[config.mk]
export PLATFORM = sky130hd
export DESIGN_NAME = palette_gradient_fill_unit_flat
export DESIGN_NICKNAME = d
export VERILOG_FILES = /design/src/rtl/core/pgf_pkg.sv /design/src/rtl/core/pgf_if.sv /design/src/rtl/core/palette_gradient_fill_unit.sv /design/src/rtl/core/pgf_seq.sv /design/src/rtl/core/pgf_blend.sv /design/src/flat_wrapper.sv
export SDC_FILE = /design/constraint.sdc
export NUM_CORES = 1
export LEC_CHECK = 0
export BUFFER_PORTS_ARGS = -buffer_cell sky130_fd_sc_hd__buf_2
export CAP_MARGIN = 0
export CORE_UTILIZATION = 55
export DETAILED_ROUTE_END_ITERATION = 12
export PLACE_DENSITY = 0.75
export SETUP_SLACK_MARGIN = 0.1
export SYNTH_ARGS = -nofsm -noshare
export SYNTH_HDL_FRONTEND = slang
export SYNTH_HIERARCHICAL = 1
export SYNTH_SLANG_ARGS = --single-unit
export TNS_END_PERCENT = 5
[constraint.sdc]
create_clock -name clock -period 4.9 [get_ports clock]
set_clock_uncertainty 0.2 [all_clocks]
set_input_delay 0.98 -clock clock [delete_from_list [all_inputs] [get_ports clock]]
set_output_delay 0.98 -clock clock [all_outputs]
set_load 0.01 [all_outputs]
[src/rtl/core/pgf_pkg.sv]
`timescale 1ns / 1ps
// ----------------------------------------------------------------------------
// pgf_pkg
// Shared widths, types and the reciprocal table for the gradient fill unit.
// ----------------------------------------------------------------------------
package pgf_pkg;

   localparam int IDX_W           = 5;
   localparam int COLOR_W         = 12;
   localparam int CHAN_W          = 4;
   localparam int CHANNELS        = 3;
   localparam int PALETTE_ENTRIES = 32;
   // wide enough to compare an index against the palette size
   localparam int PAL_CMP_W       = 9;

   localparam logic [CHAN_W-1:0] CHAN_MASK = 4'hf;

   // k * |delta|: 5 bits by 4 bits
   localparam int PROD_W      = IDX_W + CHAN_W;
   localparam int RECIP_SHIFT = 16;
   localparam int RECIP_W     = RECIP_SHIFT + 1;
   localparam int FULL_W      = PROD_W + RECIP_W;

   // ceil(2^16 / span); exact for k*|delta| < 512 and span < 32
   localparam logic [RECIP_W-1:0] RECIP_TABLE [32] = '{
      17'd0,     17'd65536, 17'd32768, 17'd21846, 17'd16384, 17'd13108,
      17'd10923, 17'd9363,  17'd8192,  17'd7282,  17'd6554,  17'd5958,
      17'd5462,  17'd5042,  17'd4682,  17'd4370,  17'd4096,  17'd3856,
      17'd3641,  17'd3450,  17'd3277,  17'd3121,  17'd2979,  17'd2850,
      17'd2731,  17'd2622,  17'd2521,  17'd2428,  17'd2341,  17'd2260,
      17'd2185,  17'd2115
   };

   // one entry of a run, handed from the sequencer to the blend pipeline
   typedef struct packed {
      logic [IDX_W-1:0]   k;
      logic [IDX_W-1:0]   span;
      logic [IDX_W-1:0]   index;
      logic [COLOR_W-1:0] start_color;
      logic [COLOR_W-1:0] end_color;
      logic               last;
   } pgf_work_type;

endpackage

[src/rtl/core/pgf_if.sv]
`timescale 1ns / 1ps
// ----------------------------------------------------------------------------
// pgf_req_if / pgf_rsp_if
// Valid/ready channels for gradient requests and palette entry results.
// ----------------------------------------------------------------------------
interface pgf_req_if;
   logic                        valid;
   logic                        ready;
   logic [pgf_pkg::IDX_W-1:0]   start_index;
   logic [pgf_pkg::IDX_W-1:0]   end_index;
   logic [pgf_pkg::COLOR_W-1:0] start_color;
   logic [pgf_pkg::COLOR_W-1:0] end_color;

   modport source (output valid, start_index, end_index, start_color, end_color,
                   input ready);
   modport sink   (input valid, start_index, end_index, start_color, end_color,
                   output ready);
endinterface

interface pgf_rsp_if;
   logic                        valid;
   logic                        ready;
   logic [pgf_pkg::IDX_W-1:0]   entry_index;
   logic [pgf_pkg::COLOR_W-1:0] entry_color;
   logic                        last_entry;

   modport source (output valid, entry_index, entry_color, last_entry,
                   input ready);
   modport sink   (input valid, entry_index, entry_color, last_entry,
                   output ready);
endinterface

[src/rtl/core/palette_gradient_fill_unit.sv]
`timescale 1ns / 1ps
// ----------------------------------------------------------------------------
// palette_gradient_fill_unit
// Linear RGB444 gradient over a palette range, one entry per transfer.
//
//   channel  dir  handshake      payload
//   req_ch   in   valid/ready    start_index, end_index, start_color, end_color
//   rsp_ch   out  valid/ready    entry_index, entry_color, last_entry
//
// A request of span s yields s entries, one per cycle while rsp_ch is ready;
// the first is presented on rsp_ch after it passes the sequencer and the
// blend stages. The next request is taken once the last entry is issued.
// Empty or out-of-palette requests are taken and produce nothing.
// Reset is synchronous and clears the sequencer state and pipeline valids.
// A stall on rsp_ch holds the pipeline in place and backs up into req_ch.
// ----------------------------------------------------------------------------
module palette_gradient_fill_unit (
   input  logic      clock,
   input  logic      reset,
   pgf_req_if.sink   req_ch,
   pgf_rsp_if.source rsp_ch
);

   pgf_pkg::pgf_work_type work;
   logic                  work_valid;
   logic                  work_ready;

   pgf_seq u_seq (
      .clock      (clock),
      .reset      (reset),
      .req_ch     (req_ch),
      .work_valid (work_valid),
      .work_ready (work_ready),
      .work       (work)
   );

   pgf_blend u_blend (
      .clock      (clock),
      .reset      (reset),
      .work_valid (work_valid),
      .work_ready (work_ready),
      .work       (work),
      .rsp_ch     (rsp_ch)
   );

endmodule

[src/rtl/core/pgf_seq.sv]
`timescale 1ns / 1ps
// ----------------------------------------------------------------------------
// pgf_seq
// Takes one request and steps k through the run, one entry per transfer.
// ----------------------------------------------------------------------------
module pgf_seq (
   input  logic                  clock,
   input  logic                  reset,
   pgf_req_if.sink               req_ch,
   output logic                  work_valid,
   input  logic                  work_ready,
   output pgf_pkg::pgf_work_type work
);

   typedef enum logic {ST_IDLE, ST_RUN} state_type;

   state_type                   state_ff;
   logic [pgf_pkg::IDX_W-1:0]   k_ff;
   logic [pgf_pkg::IDX_W-1:0]   span_ff;
   logic [pgf_pkg::IDX_W-1:0]   base_ff;
   logic [pgf_pkg::COLOR_W-1:0] scol_ff;
   logic [pgf_pkg::COLOR_W-1:0] ecol_ff;

   logic req_fire;
   logic in_range;
   logic is_last;
   logic advance;

   assign req_ch.ready = (state_ff == ST_IDLE);
   assign req_fire     = req_ch.valid && req_ch.ready;

   assign in_range =
      ({{(pgf_pkg::PAL_CMP_W-pgf_pkg::IDX_W){1'b0}}, req_ch.start_index}
         < pgf_pkg::PAL_CMP_W'(pgf_pkg::PALETTE_ENTRIES)) &&
      ({{(pgf_pkg::PAL_CMP_W-pgf_pkg::IDX_W){1'b0}}, req_ch.end_index}
         < pgf_pkg::PAL_CMP_W'(pgf_pkg::PALETTE_ENTRIES)) &&
      (req_ch.end_index > req_ch.start_index);

   assign is_last    = (k_ff == span_ff - pgf_pkg::IDX_W'(1));
   assign work_valid = (state_ff == ST_RUN);
   assign advance    = work_valid && work_ready;

   always_comb begin
      work.k           = k_ff;
      work.span        = span_ff;
      work.index       = base_ff + k_ff;
      work.start_color = scol_ff;
      work.end_color   = ecol_ff;
      work.last        = is_last;
   end

   always_ff @(posedge clock) begin
      if (reset) begin
         state_ff <= ST_IDLE;
         k_ff     <= '0;
      end else begin
         case (state_ff)
            ST_IDLE: begin
               // empty or out-of-palette requests are taken and dropped
               if (req_fire && in_range) begin
                  state_ff <= ST_RUN;
                  k_ff     <= '0;
                  span_ff  <= req_ch.end_index - req_ch.start_index;
                  base_ff  <= req_ch.start_index;
                  scol_ff  <= req_ch.start_color;
                  ecol_ff  <= req_ch.end_color;
               end
            end
            ST_RUN: begin
               if (advance) begin
                  if (is_last) begin
                     state_ff <= ST_IDLE;
                  end else begin
                     k_ff <= k_ff + pgf_pkg::IDX_W'(1);
                  end
               end
            end
            default: begin
               state_ff <= ST_IDLE;
            end
         endcase
      end
   end

   a_k_below_span: assert property (@(posedge clock) disable iff (reset)
      (state_ff == ST_RUN) |-> (k_ff < span_ff))
      else $error("pgf_seq: offset reached span");

   a_last_ends_run: assert property (@(posedge clock) disable iff (reset)
      (advance && is_last) |=> (state_ff == ST_IDLE))
      else $error("pgf_seq: run continued past last entry");

endmodule

[src/rtl/core/pgf_blend.sv]
`timescale 1ns / 1ps
// ----------------------------------------------------------------------------
// pgf_blend
// Three-stage channel interpolator: k*|delta|, times reciprocal of span,
// then shift, sign and add to the start channel.
// ----------------------------------------------------------------------------
module pgf_blend (
   input  logic                  clock,
   input  logic                  reset,
   input  logic                  work_valid,
   output logic                  work_ready,
   input  pgf_pkg::pgf_work_type work,
   pgf_rsp_if.source             rsp_ch
);

   localparam int CW = pgf_pkg::CHAN_W;
   localparam int NC = pgf_pkg::CHANNELS;
   localparam int SW = pgf_pkg::PROD_W + 1;

   // stage 1: |delta| product and reciprocal lookup
   logic                             v1_ff;
   logic [NC-1:0][pgf_pkg::PROD_W-1:0] n1_ff, n1_in;
   logic [NC-1:0]                    neg1_ff, neg1_in;
   logic [NC-1:0][CW-1:0]            a1_ff;
   logic [pgf_pkg::RECIP_W-1:0]      r1_ff;
   logic [pgf_pkg::IDX_W-1:0]        idx1_ff;
   logic                             last1_ff;

   // stage 2: scaled quotient
   logic                             v2_ff;
   logic [NC-1:0][pgf_pkg::FULL_W-1:0] p2_ff, p2_in;
   logic [NC-1:0]                    neg2_ff;
   logic [NC-1:0][CW-1:0]            a2_ff;
   logic [pgf_pkg::IDX_W-1:0]        idx2_ff;
   logic                             last2_ff;

   // stage 3: output register
   logic                             v3_ff;
   logic [pgf_pkg::COLOR_W-1:0]      col3_ff, col3_in;
   logic [pgf_pkg::IDX_W-1:0]        idx3_ff;
   logic                             last3_ff;

   logic [NC-1:0][SW-1:0]            sum3;
   logic en1, en2, en3;

   assign en3        = !v3_ff || rsp_ch.ready;
   assign en2        = !v2_ff || en3;
   assign en1        = !v1_ff || en2;
   assign work_ready = en1;

   always_comb begin
      for (int c = 0; c < NC; c++) begin
         logic [CW-1:0] a, b, mag;
         a          = work.start_color[c*CW +: CW];
         b          = work.end_color[c*CW +: CW];
         neg1_in[c] = (b < a);
         mag        = neg1_in[c] ? (a - b) : (b - a);
         n1_in[c]   = pgf_pkg::PROD_W'(work.k) * pgf_pkg::PROD_W'(mag);
      end
   end

   always_comb begin
      for (int c = 0; c < NC; c++) begin
         p2_in[c] = pgf_pkg::FULL_W'(n1_ff[c]) * pgf_pkg::FULL_W'(r1_ff);
      end
   end

   always_comb begin
      for (int c = 0; c < NC; c++) begin
         logic [pgf_pkg::PROD_W-1:0] q;
         q       = p2_ff[c][pgf_pkg::RECIP_SHIFT +: pgf_pkg::PROD_W];
         sum3[c] = neg2_ff[c] ? (SW'(a2_ff[c]) - SW'(q)) : (SW'(a2_ff[c]) + SW'(q));
         col3_in[c*CW +: CW] = sum3[c][CW-1:0] & pgf_pkg::CHAN_MASK;
      end
   end

   always_ff @(posedge clock) begin
      if (reset) begin
         v1_ff <= 1'b0;
         v2_ff <= 1'b0;
         v3_ff <= 1'b0;
      end else begin
         if (en1) v1_ff <= work_valid;
         if (en2) v2_ff <= v1_ff;
         if (en3) v3_ff <= v2_ff;
      end
   end

   always_ff @(posedge clock) begin
      if (en1) begin
         n1_ff    <= n1_in;
         neg1_ff  <= neg1_in;
         for (int c = 0; c < NC; c++) begin
            a1_ff[c] <= work.start_color[c*CW +: CW];
         end
         r1_ff    <= pgf_pkg::RECIP_TABLE[work.span];
         idx1_ff  <= work.index;
         last1_ff <= work.last;
      end
      if (en2) begin
         p2_ff    <= p2_in;
         neg2_ff  <= neg1_ff;
         a2_ff    <= a1_ff;
         idx2_ff  <= idx1_ff;
         last2_ff <= last1_ff;
      end
      if (en3) begin
         col3_ff  <= col3_in;
         idx3_ff  <= idx2_ff;
         last3_ff <= last2_ff;
      end
   end

   assign rsp_ch.valid       = v3_ff;
   assign rsp_ch.entry_index = idx3_ff;
   assign rsp_ch.entry_color = col3_ff;
   assign rsp_ch.last_entry  = last3_ff;

   // interpolated channels never leave 0..15 when the reciprocal is exact
   a_chan_in_range: assert property (@(posedge clock) disable iff (reset)
      v2_ff |-> ((sum3[0][SW-1:CW] == '0) && (sum3[1][SW-1:CW] == '0) &&
                 (sum3[2][SW-1:CW] == '0)))
      else $error("pgf_blend: channel out of range");

   a_stall_holds: assert property (@(posedge clock) disable iff (reset)
      (v2_ff && v3_ff && !rsp_ch.ready) |=> (v2_ff && $stable(idx2_ff)))
      else $error("pgf_blend: stage 2 entry lost under stall");

endmodule
[src/flat_wrapper.sv]
// flat-port wrapper written by rule: the top's interface ports become plain ports
module palette_gradient_fill_unit_flat 
  (clock, reset, req_ch_valid, req_ch_start_index, req_ch_end_index, req_ch_start_color, req_ch_end_color, req_ch_ready, rsp_ch_valid, rsp_ch_entry_index, rsp_ch_entry_color, rsp_ch_last_entry, rsp_ch_ready);
  pgf_req_if req_ch_i ();
  pgf_rsp_if rsp_ch_i ();
  input  logic clock;
  input  logic reset;
  input wire logic [$bits(req_ch_i.valid)-1:0] req_ch_valid;
  input wire logic [$bits(req_ch_i.start_index)-1:0] req_ch_start_index;
  input wire logic [$bits(req_ch_i.end_index)-1:0] req_ch_end_index;
  input wire logic [$bits(req_ch_i.start_color)-1:0] req_ch_start_color;
  input wire logic [$bits(req_ch_i.end_color)-1:0] req_ch_end_color;
  output wire logic [$bits(req_ch_i.ready)-1:0] req_ch_ready;
  output wire logic [$bits(rsp_ch_i.valid)-1:0] rsp_ch_valid;
  output wire logic [$bits(rsp_ch_i.entry_index)-1:0] rsp_ch_entry_index;
  output wire logic [$bits(rsp_ch_i.entry_color)-1:0] rsp_ch_entry_color;
  output wire logic [$bits(rsp_ch_i.last_entry)-1:0] rsp_ch_last_entry;
  input wire logic [$bits(rsp_ch_i.ready)-1:0] rsp_ch_ready;
  assign req_ch_i.valid = req_ch_valid;
  assign req_ch_i.start_index = req_ch_start_index;
  assign req_ch_i.end_index = req_ch_end_index;
  assign req_ch_i.start_color = req_ch_start_color;
  assign req_ch_i.end_color = req_ch_end_color;
  assign req_ch_ready = req_ch_i.ready;
  assign rsp_ch_valid = rsp_ch_i.valid;
  assign rsp_ch_entry_index = rsp_ch_i.entry_index;
  assign rsp_ch_entry_color = rsp_ch_i.entry_color;
  assign rsp_ch_last_entry = rsp_ch_i.last_entry;
  assign rsp_ch_i.ready = rsp_ch_ready;
  palette_gradient_fill_unit u_core (.clock(clock), .reset(reset), .req_ch(req_ch_i), .rsp_ch(rsp_ch_i));
endmodule
==> results.sh, run 1 <==
export IMPL_power_density_nw_per_um2=162
export IMPL_ys_ff_latch=159
export IMPL_die_w_um=193
export IMPL_multi_input_area_um2=13700
export IMPL_start_kind="flop"
export IMPL_io_pin_count=58
export IMPL_wl_per_cell_um=16.6
export IMPL_ant_nets=0
export IMPL_cpMaxStageDelayCell="edfxtp_1"
export IMPL_min_period_over_period_pct=99.7
export IMPL_syn_nets=2528
export IMPL_syn_avg_cell_area_um2=9.91
export IMPL_outcome="completed"
export IMPL_clk_pin_slew_ns=0.07
export IMPL_clock_tree_buffer_depth=2
export IMPL_place_worst_setup_slack_ns=-0.0911
export IMPL_vias=13700
export IMPL_antenna_found_initial=0
export IMPL_cts_htree_levels=4
export IMPL_drt_initial_drc_count=817
export IMPL_setup_violations=0
export IMPL_fillerInstances=2774
export IMPL_cts_sinks=159
export IMPL_maxSlewViolCount=0
export IMPL_gp_congestion=0.857
export IMPL_drv_cap=0
export IMPL_fp_row_count=69
export IMPL_cp_cell_sequence="buf_4 -> and2_1 -> fa_1 -> fa_1 -> fa_1 -> inv_1 -> fa_1 -> inv_1 -> ha_1 -> and3_4 -> a221oi_4 -> buf_4 -> nand3b_1 -> o221ai_2 -> buf_4 -> o21bai_4 -> xor2_1"
export IMPL_relSlewSlack_pct=34.2
export IMPL_start_util_pct=56.0
export IMPL_postSynth_asyncResetShare_pct=0
export IMPL_fin_tns_setup_ns=0
export IMPL_hp_class="flop to flop"
export IMPL_postCtsHoldBufs=0
export IMPL_critPathCaptureType="flop"
export IMPL_grt_pass1_wl_um=69100
export IMPL_dieArea_um2=37200
export IMPL_coreArea_um2=35700
export IMPL_hpwlAfterDp_um=32800
export IMPL_slowest_delay_ns=0.56
export IMPL_synthToLayoutAreaGrowth_pct=13.7
export IMPL_via_per_inst=5.25
export IMPL_ff_latch_area_um2=4680
export IMPL_synth_seq_area_share_pct=23.4
export IMPL_grt_setup_unrepaired="true"
export IMPL_grt_pass1_vias=14600
export IMPL_cts_tree="built"
export IMPL_dr_pass1_iters=4
export IMPL_cp_required_ns=4.89
export IMPL_ir_drop_v=0.000247
export IMPL_hold_viol_final=0
export IMPL_synth_flop_cell="edfxtp_1"
export IMPL_clock_latency_ns=0.43
export IMPL_synth_cell_types=67
export IMPL_crit_path_frequent_cell="fa_1"
export IMPL_worst_slack_ns=0.0166
export IMPL_routed_wl_um=43200
export IMPL_cp_arrival_ns=4.87
export IMPL_globalRouteOverflowTotal=0
export IMPL_grt_max_degree=37
export IMPL_drc_errors=0
export IMPL_numPortBuffers=57
export IMPL_max_freq_ghz=0.205
export IMPL_fin_crit_ns=4.88
export IMPL_synthCells=2021
export IMPL_r2r_slack_ns=0.02
export IMPL_synth_area_um2=20000
export IMPL_p_leak_nw=11.3
export IMPL_cts_inserted_buffers=17
export IMPL_drive_gt1_share_pct=13.7
export IMPL_yosysWarningCount=6
export IMPL_antenna_cells=0
export IMPL_max_slew_worst_pin_slew_ns=0.985
export IMPL_crit_type="flop to flop"
export IMPL_cts_root_buf="clkbuf_16"
export IMPL_fin_nets=2640
export IMPL_crit_path_max_fanout=11
export IMPL_fp_dieH_um=193
export IMPL_grt_usage_pct=23.8
export IMPL_synth_edf_count=150
## cell usage in the layout, fill, tap and decap left out, types with 17 or more instances in the layout
cell	netlist	final
a21o_1	23	23
a21oi_1	54	40
and2_1	235	231
buf_12	0	17
buf_2	6	58
buf_4	1	93
clkbuf_16	0	23
edfxtp_1	150	150
fa_1	305	298
ha_1	164	155
inv_1	452	449
mux2i_1	20	19
nand2_1	227	226
nor2_1	35	32
nor2b_1	23	23
o21ai_0	19	19
xnor2_1	68	66
xor2_1	24	24
## repair_timing
item / 4_1_cts / 5_1_grt
buffers inserted: 15 / 26
pin swaps: 9 / 44
endpoints found under the setup margin: 15 / 22
gates resized for setup: 14 / 55
cloned: 0 / 6
## synth_stat cells, types with 2 or more instances
master	n	area share, %
and3_1	6	0.19
edfxtp_1	150	22
a211oi_1	5	0.19
nand3_1	6	0.15
a21o_1	23	0.86
mux2i_1	20	1.0
a221oi_1	2	0.087
mux2_4	2	0.15
nor2_1	35	0.66
or3b_1	3	0.13
nor3_1	11	0.27
ha_1	164	10
nor2b_1	23	0.72
o2111ai_1	2	0.087
nand4_1	4	0.12
o21bai_1	7	0.26
fa_1	305	30
inv_1	452	8.5
nand2_1	227	4.3
o21ai_1	5	0.12
nand3b_1	6	0.22
o221ai_1	3	0.13
a31oi_1	7	0.22
buf_2	6	0.15
a21oi_4	3	0.24
dfxtp_1	9	0.90
buf_1	6	0.11
xnor2_1	68	3.0
nand2b_1	16	0.50
o21ai_0	19	0.47
o21a_1	4	0.15
and2_1	235	7.3
a21oi_2	3	0.13
clkbuf_1	72	1.3
xor2_1	24	1.0
xnor2_2	2	0.16
mux2_2	3	0.17
a21oi_1	54	1.3
## state kept, by name, indices dropped and copies added (netlist names), 12 cells and up
signal / flops
u_core/u_blend/n1_ff: 27
u_core/u_seq/scol_ff: 12
u_core/u_blend/r1_ff: 17
u_core/u_seq/ecol_ff: 12
u_core/u_blend/a2_ff: 12
u_core/u_blend/a1_ff: 12
u_core/u_blend/p2_ff: 12
u_core/u_blend/rsp_ch.entry_color: 12
## cells by family (layout without fill, tap and decap cells)
kind of cell | after synthesis | after routing | synth area share (%)
adders and majority gates | 469 | 469 | 40.7
AOI/OAI and AO/OA | 153 | 153 | 5.22
and+or+nand+nor | 581 | 581 | 14.9
muxes | 25 | 25 | 1.32
buffers and inverters | 539 | 664 | 10.2
DFF | 159 | 159 | 23.4
xor gates and xnor gates | 95 | 95 | 4.27
## routing by layer
metal / routed length (µm) / global-route usage (%)
met1: 17300 / 29.3
met2: 22800 / 43.1
met3: 2080 / 3.40
met4: 1120 / 7.15
met5: 0 / 0
## path summary, 6_finish.rpt
kind	from	endpoint	cells after the start
hold reg to reg	u_core/u_blend/a1_ff[7]$_DFFE_PP_	u_core/u_blend/a2_ff[7]$_DFFE_PP_	0
setup / recovery	u_core/u_blend/n1_ff[22]$_DFFE_PP_	u_core/u_blend/p2_ff[70]$_DFFE_PP_	17
hold / removal	u_core/u_blend/a1_ff[7]$_DFFE_PP_	u_core/u_blend/a2_ff[7]$_DFFE_PP_	0
setup reg to reg	u_core/u_blend/n1_ff[22]$_DFFE_PP_	u_core/u_blend/p2_ff[70]$_DFFE_PP_	17
## stage by stage
stage	area, µm²	utilization (%)	hold slack (ns)	total power [mW]	instances
floorplan	20000	-	0.200	2.07	2021
global placement	21300	59.6	0.202	2.30	2528
detailed placement	21300	59.6	0.205	2.33	2528
CTS	22100	61.9	0.217	3.66	2575
global route	22800	63.7	0.217	3.86	2607
finish	22800	63.7	0.218	3.69	2607
## power breakdown
part	leakage (nW)	internal, mW	switching (mW)
clock network	0.290	0.682	0.621
registers	1.69	1.55	0.0560
logic	9.28	0.337	0.440
total	11.3	2.57	1.12
## worst max-delay path, delay by kind of cell, from the launching register on
| family | cells | cell delay (ns) |
|---|---|---|
| fa+ha+maj | 5 | 2.25 |
| buf+inv | 5 | 0.65 |
| flops | 1 | 0.56 |
| simple gates | 3 | 0.42 |
| compound gates | 3 | 0.41 |
| xor+xnor | 1 | 0.13 |
## final cells by class
class	instances	area share (%)
inverters	453	7.47
multi-input cells	1323	60.1
clock inverters	15	0.747
repair buffers	179	6.74
clock buffers	17	1.87
well taps	461	2.53
flip-flops and latches	159	20.6
Power figures use the tool's default switching activity.
==> inputs of run 2 (changes only) <==
==> constraint.sdc (replaced) <==
create_clock -name clock -period 4.9 [get_ports clock]
set_clock_uncertainty 0.2 [all_clocks]
set_input_delay 0.49 -clock clock [delete_from_list [all_inputs] [get_ports clock]]
set_output_delay 0.49 -clock clock [all_outputs]
set_load 0.01 [all_outputs]
==> run 2 against run 1 <==
Effect of this change:
- clock-buffer cell count is the same
- power rose by 2.0%
- worst setup slack improved by 0.058 ns
- flip-flop and latch count stayed put
- clock power is 8% higher
- global-route usage increased by 0.22 points
- register-to-register slack improved by 0.06 ns
- largest cell class unchanged
- critical path depth grew 3
- highest routed layer unchanged
- die area stayed put
- first-iteration DRC count fell by 5.5%
==> results.sh, run 2 (synthesis results as in run 1) <==
export IMPL_power_mw=3.76
export IMPL_dieArea_um2=37200
export IMPL_setup_violations=0
export IMPL_fin_tns_setup_ns=0
export IMPL_fin_nets=2637
export IMPL_grt_pass1_vias=14600
export IMPL_gp_congestion=0.872
export IMPL_drt_initial_drc_count=772
export IMPL_clock_latency_ns=0.44
export IMPL_fin_area_um2=22600
export IMPL_relSlewSlack_pct=35.6
export IMPL_vias=13600
export IMPL_layout_common_cells="inv_1 (449), fa_1 (300), and2_1 (230)"
export IMPL_ir_drop_v=0.000253
export IMPL_synthToLayoutAreaGrowth_pct=12.8
export IMPL_p_leak_nw=11.2
export IMPL_antenna_cells=0
export IMPL_drive_gt1_share_pct=12.9
export IMPL_cts_inserted_buffers=17
export IMPL_coreArea_um2=35700
export IMPL_grt_pass1_wl_um=69700
export IMPL_largest_register_ffs=27
export IMPL_start_util_pct=56.0
export IMPL_cts_tree="built"
export IMPL_power_density_nw_per_um2=166
export IMPL_reg_largest_list="u_core/u_blend/n1_ff (27), u_core/u_blend/r1_ff (17)"
export IMPL_die_w_um=193
export IMPL_crit_type="flop to flop"
export IMPL_place_area_um2=21300
export IMPL_maxSlewViolCount=0
export IMPL_cts_htree_levels=4
export IMPL_drv_cap=0
export IMPL_postCtsHoldBufs=0
export IMPL_grt_usage_pct=24.1
export IMPL_antenna_found_initial=0
export IMPL_dr_pass1_iters=5
export IMPL_hold_viol_final=0
export IMPL_cp_required_ns=4.90
export IMPL_instances_no_fill=2604
export IMPL_cts_sinks=159
export IMPL_max_freq_ghz=0.207
export IMPL_globalRouteOverflowTotal=0
export IMPL_final_common_cell="inv_1"
export IMPL_critPathCaptureType="flop"
export IMPL_fp_dieH_um=193
export IMPL_routed_wl_um=42400
export IMPL_via_per_inst=5.23
export IMPL_io_pin_count=58
export IMPL_min_period_over_period_pct=98.5
export IMPL_drc_errors=0
export IMPL_numPortBuffers=57
export IMPL_clock_tree_buffer_depth=2
export IMPL_cts_root_buf="clkbuf_16"
export IMPL_grt_max_degree=40
export IMPL_ant_nets=0
export IMPL_grt_setup_unrepaired="true"
export IMPL_clk_pin_slew_ns=0.07
export IMPL_crit_path_max_fanout=5
export IMPL_hpwlAfterDp_um=32300
export IMPL_hp_class="input pin to flop"
export IMPL_cp_arrival_ns=4.82
export IMPL_fp_row_count=69
export IMPL_dp_cells=2529
export IMPL_outcome="completed"
export IMPL_wl_per_cell_um=16.3
export IMPL_largest_register="u_core/u_blend/n1_ff"
export IMPL_max_slew_worst_pin_slew_ns=0.966
export IMPL_fin_crit_ns=4.83
export IMPL_start_kind="flop"
export IMPL_utilization_pct=63.2
run 2: cell types whose count changed in the layout (fill, tap and decap cells not counted), sizes merged:
cell / delta
clkinv: -6
clkinvlp: +1
inv: +2
clkbuf: -5
bufinv: +3
buf: +2
run 2: report_power, final:
part | internal [mW] | switching (mW)
registers | 1.55 | 0.0603
clock network | 0.818 | 0.587
logic | 0.317 | 0.427
total | 2.69 | 1.07
run 2: path summary, 6_finish.rpt:
path                                     start                                end  slack (ns)  cells after the start
max reg2reg  u_core/u_seq/ecol_ff[0]$_DFFE_PP_  u_core/u_blend/n1_ff[8]$_DFFE_PP_        0.07                     20
min                      req_ch_start_color[0]  u_core/u_seq/scol_ff[0]$_DFFE_PP_        0.02                      1
max          u_core/u_seq/ecol_ff[0]$_DFFE_PP_  u_core/u_blend/n1_ff[8]$_DFFE_PP_        0.07                     20
min reg2reg  u_core/u_blend/a1_ff[5]$_DFFE_PP_  u_core/u_blend/a2_ff[5]$_DFFE_PP_        0.21                      0
run 2: layer usage:
| metal | GRT usage [%] | vias to the layer above | wire, µm | share of wire, % |
|---|---|---|---|---|
| met5 | 0 | - | 0 | 0 |
| met1 | 29.9 | 6907 | 17700 | 42 |
| met4 | 6.97 | 0 | 657 | 1.6 |
| li1 | - | 6367 | - | - |
| met2 | 44.0 | 303 | 22500 | 53 |
| met3 | 2.47 | 51 | 1510 | 3.6 |
run 2: layout make-up:
cell class              instances  area [µm²]
inverters                     453        1700
clock inverters                15         198
clock buffers                  17         425
repair buffers                176        1460
well taps                     461         577
fillers                      2799       13100
flip-flops and latches        159        4680
multi-input cells            1323       13600
run 2: what timing repair did:
| action | CTS | global route |
|---|---|---|
| gates cloned | 0 | 1 |
| buffers inserted | 16 | 26 |
| endpoints found under the setup margin | 19 | 21 |
| endpoints found under the hold margin | 0 | 0 |
| resized for setup | 10 | 47 |
| pin swaps | 10 | 34 |
run 2: worst max-delay path, stage by stage (launching register included):
cell      delay [ns]
edfxtp_1        0.42
inv_1           0.09
ha_1            0.15
inv_1           0.07
fa_2            0.35
a21o_1          0.19
a21oi_4         0.21
mux2_4          0.33
a21oi_2         0.20
xnor2_2         0.19
nand2_1         0.11
fa_1            0.48
fa_1            0.52
inv_2           0.06
fa_2            0.39
a21oi_2         0.12
nor2_1          0.06
nor2_2          0.12
o21bai_1        0.07
a21oi_1         0.16
xnor2_1         0.08
run 2: stage by stage:
stage / worst slack (ns) / hold WS (ns)
3_3_place_gp: 0.0139 / 0.201
4_1_cts: 0.0311 / 0.00576
2_1_floorplan: 0.0938 / 0.200
5_1_grt: -0.121 / 0.00715
3_5_place_dp: -0.192 / 0.205
6_report: 0.0744 / 0.0221
==> inputs of run 3 (changes only) <==
Settings changed: ABC_AREA set to 1, CORE_MARGIN set to 2, CTS_CLUSTER_DIAMETER set to 120, PLACE_DENSITY 0.75 to 0.74.
==> run 3 against run 2 <==
Effect of this change:
- critical path depth down 3
- first-iteration DRC count grew 38%
- clock power barely moved
- critical path type unchanged
==> results.sh, run 3 <==
export IMPL_outcome="completed"
export IMPL_gp_congestion=0.896
export IMPL_cts_htree_levels=4
export IMPL_switching_share_pct=36.5
export IMPL_clock_latency_ns=0.44
export IMPL_worst_path_buf_inv=4
export IMPL_instances_no_fill=3280
export IMPL_grt_usage_pct=25.2
export IMPL_fillerInstances=3260
export IMPL_path_depth=17
export IMPL_cts_root_buf="clkbuf_16"
export IMPL_largest_register_ffs=27
export IMPL_pwr_share_clk_pct=31.0
export IMPL_dr_pass1_iters=7
export IMPL_drc_errors=0
export IMPL_dp_cells=3202
export IMPL_power_density_nw_per_um2=189
export IMPL_synth_most_common_cell="inv_1"
export IMPL_via_per_inst=5.14
export IMPL_coreArea_um2=38600
export IMPL_cts_inserted_buffers=17
export IMPL_cp_cell_sequence="buf_4 -> nand2_1 -> inv_1 -> fa_1 -> fa_1 -> fa_1 -> inv_1 -> fa_1 -> inv_1 -> ha_1 -> a21oi_1 -> o21ai_0 -> a21o_1 -> nand2_1 -> nand2_1 -> nand2_1 -> nand2_1"
export IMPL_slowest_delay_ns=0.58
export IMPL_synth_area_um2=21400
export IMPL_grt_pass1_vias=17600
export IMPL_synth_cell_types=46
export IMPL_seqPwrFrac_pct=37.9
export IMPL_relSlewSlack_pct=26.8
export IMPL_die_w_um=201
export IMPL_worst_slack_ns=0.226
export IMPL_fin_area_um2=23600
export IMPL_dieArea_um2=40600
export IMPL_vias=16800
export IMPL_startpoint="u_core/u_blend/n1_ff[17]$_DFFE_PP_"
export IMPL_ant_nets=0
export IMPL_start_kind="flop"
export IMPL_drv_cap=0
export IMPL_yosysWarningCount=6
export IMPL_antenna_found_initial=0
export IMPL_p_leak_nw=13.8
export IMPL_met2_usage_pct=46.0
export IMPL_synth_area_leaders="fa_1 (28%), edfxtp_1 (21%), inv_1 (13%)"
export IMPL_fin_nets=3256
export IMPL_r2r_cells=17
export IMPL_r2r_start="u_core/u_blend/n1_ff[17]$_DFFE_PP_"
export IMPL_grt_busiest_layer="met2"
export IMPL_hpwlAfterDp_um=37700
export IMPL_synth_flop_cell="edfxtp_1"
export IMPL_max_slew_worst_pin_slew_ns=1.10
export IMPL_crit_family="adder cells"
export IMPL_fin_tns_setup_ns=0
export IMPL_min_path_cells=1
export IMPL_synthToLayoutAreaGrowth_pct=10.1
export IMPL_reg_largest_list="u_core/u_blend/n1_ff (27), u_core/u_blend/r1_ff (17)"
export IMPL_crit_type="flop to flop"
export IMPL_synth_seq_area_share_pct=21.9
export IMPL_maxSlewViolCount=0
export IMPL_postSynth_asyncResetShare_pct=0
export IMPL_drive_gt1_share_pct=8.47
export IMPL_numPortBuffers=57
export IMPL_critPathCaptureType="flop"
export IMPL_syn_nets=3188
export IMPL_cp_arrival_ns=4.67
export IMPL_synthCells=2681
export IMPL_hp_class="input pin to flop"
export IMPL_hold_ws_ns=0.0155
export IMPL_clk_pin_slew_ns=0.08
export IMPL_min_period_over_period_pct=95.4
export IMPL_grtUsageMet1_pct=31.1
export IMPL_drt_initial_drc_count=1068
export IMPL_cts_tree="built"
export IMPL_max_freq_ghz=0.214
export IMPL_cp_required_ns=4.89
export IMPL_synth_edf_count=150
export IMPL_cts_sinks=159
export IMPL_ir_drop_v=0.000248
export IMPL_place_area_um2=22400
export IMPL_synth_top_cell_area_share_pct=28.5
export IMPL_switchingPower_mw=1.63
export IMPL_grt_pass1_wl_um=82600
export IMPL_fp_row_count=72
export IMPL_crit_path_max_fanout=11
export IMPL_fin_crit_ns=4.67
export IMPL_ff_latch_area_um2=4680
export IMPL_hold_viol_final=0
export IMPL_use_met3_pct=2.45
export IMPL_pwr_share_comb_pct=31.2
export IMPL_setup_violations=0
export IMPL_start_util_pct=55.6
export IMPL_layout_common_cells="inv_1 (762), nand2_1 (718), fa_1 (304)"
export IMPL_cpMaxStageDelayCell="edfxtp_1"
export IMPL_grt_setup_unrepaired="true"
export IMPL_place_worst_setup_slack_ns=0.136
export IMPL_hp_start="req_ch_start_color[6]"
export IMPL_crit_path_frequent_cell="nand2_1"
export IMPL_routed_wl_um=49200
export IMPL_p_int_mw=2.83
export IMPL_largest_register="u_core/u_blend/n1_ff"
export IMPL_ys_top_cells_by_count="inv_1 (762), nand2_1 (719), fa_1 (305), ha_1 (164), edfxtp_1 (150)"
export IMPL_antenna_cells=0
export IMPL_clock_tree_buffer_depth=2
export IMPL_final_common_cell="inv_1"
export IMPL_syn_avg_cell_area_um2=7.99
export IMPL_io_pin_count=58
export IMPL_ys_ff_latch=159
export IMPL_wl_per_cell_um=15.0
export IMPL_synth_top_area_cell="fa_1"
export IMPL_globalRouteOverflowTotal=0
export IMPL_grt_max_degree=35
export IMPL_multi_input_area_um2=13400
export IMPL_fp_dieH_um=201
## run 3: cell count changes after synthesis, sizes merged, moves of 31 or more
cell	change
nand2	+511
nor2	+79
xnor2	-56
nand3	+62
o21ai	+31
inv	+329
and2	-235
## run 3: per-stage QoR
stage	utilization, %	total power, mW
floorplan	-	2.61
global placement	58.1	2.97
detailed placement	58.1	3.03
CTS	59.7	4.42
global route	61.2	4.74
finish	61.2	4.46
## run 3: cell type report
type                       instances  area share (%)
sequential                       159            19.8
inverter                         784            12.5
timing repair buffer             147            5.61
clock inverter                    15           0.864
tap                              518            2.75
multi-input combinational       1640            56.7
clock buffer                      17            1.80
## run 3: routing by layer
metal	up-vias	part of all wire, %
met4	0	3.3
met3	112	5.5
met1	8240	40
li1	7938	-
met2	555	51
met5	-	0
## run 3: power groups by stage
stage / clock network (mW) / logic (mW) / registers (mW)
finish: 1.38 / 1.39 / 1.69
global route: 1.45 / 1.59 / 1.70
CTS: 1.41 / 1.27 / 1.74
detailed placement: 0 / 1.26 / 1.77
global placement: 0 / 1.21 / 1.76
floorplan: 0 / 0.931 / 1.68
## run 3: path summary, 6_finish.rpt
path                                         endpoint  slack, ns
setup / recovery   u_core/u_blend/p2_ff[42]$_DFFE_PP_       0.23
setup reg to reg   u_core/u_blend/p2_ff[42]$_DFFE_PP_       0.23
hold reg to reg   u_core/u_blend/idx2_ff[4]$_DFFE_PP_       0.22
hold / removal      u_core/u_seq/scol_ff[6]$_DFFE_PP_       0.02
## run 3: repair_timing
item / in CTS / in global routing
endpoints found under the hold margin: 0 / 1
endpoints found under the setup margin: 0 / 12
resized for setup: 0 / 2
buffers inserted: 0 / 43
hold buffers: 0 / 1
## run 3: worst register-to-register path, delay by kind of cell, from the launching register on
kind / cells / cell delay [ns]
AND/OR/NAND/NOR: 5 / 0.33
adder cells (fa/ha/maj): 5 / 2.46
AO/OA/AOI/OAI: 3 / 0.47
flip-flops: 1 / 0.58
buffers and inverters: 4 / 0.39
## run 3: logic make-up (layout without fill, tap and decap cells)
logic type / count (synthesis) / after routing / synth area share (%)
compound gates: 167 / 167 / 4.29
buf+inv: 882 / 963 / 15.8
xor+xnor: 48 / 48 / 2.07
fa+ha+maj: 469 / 469 / 38.1
simple gates: 956 / 956 / 17.9
flops: 159 / 159 / 21.9
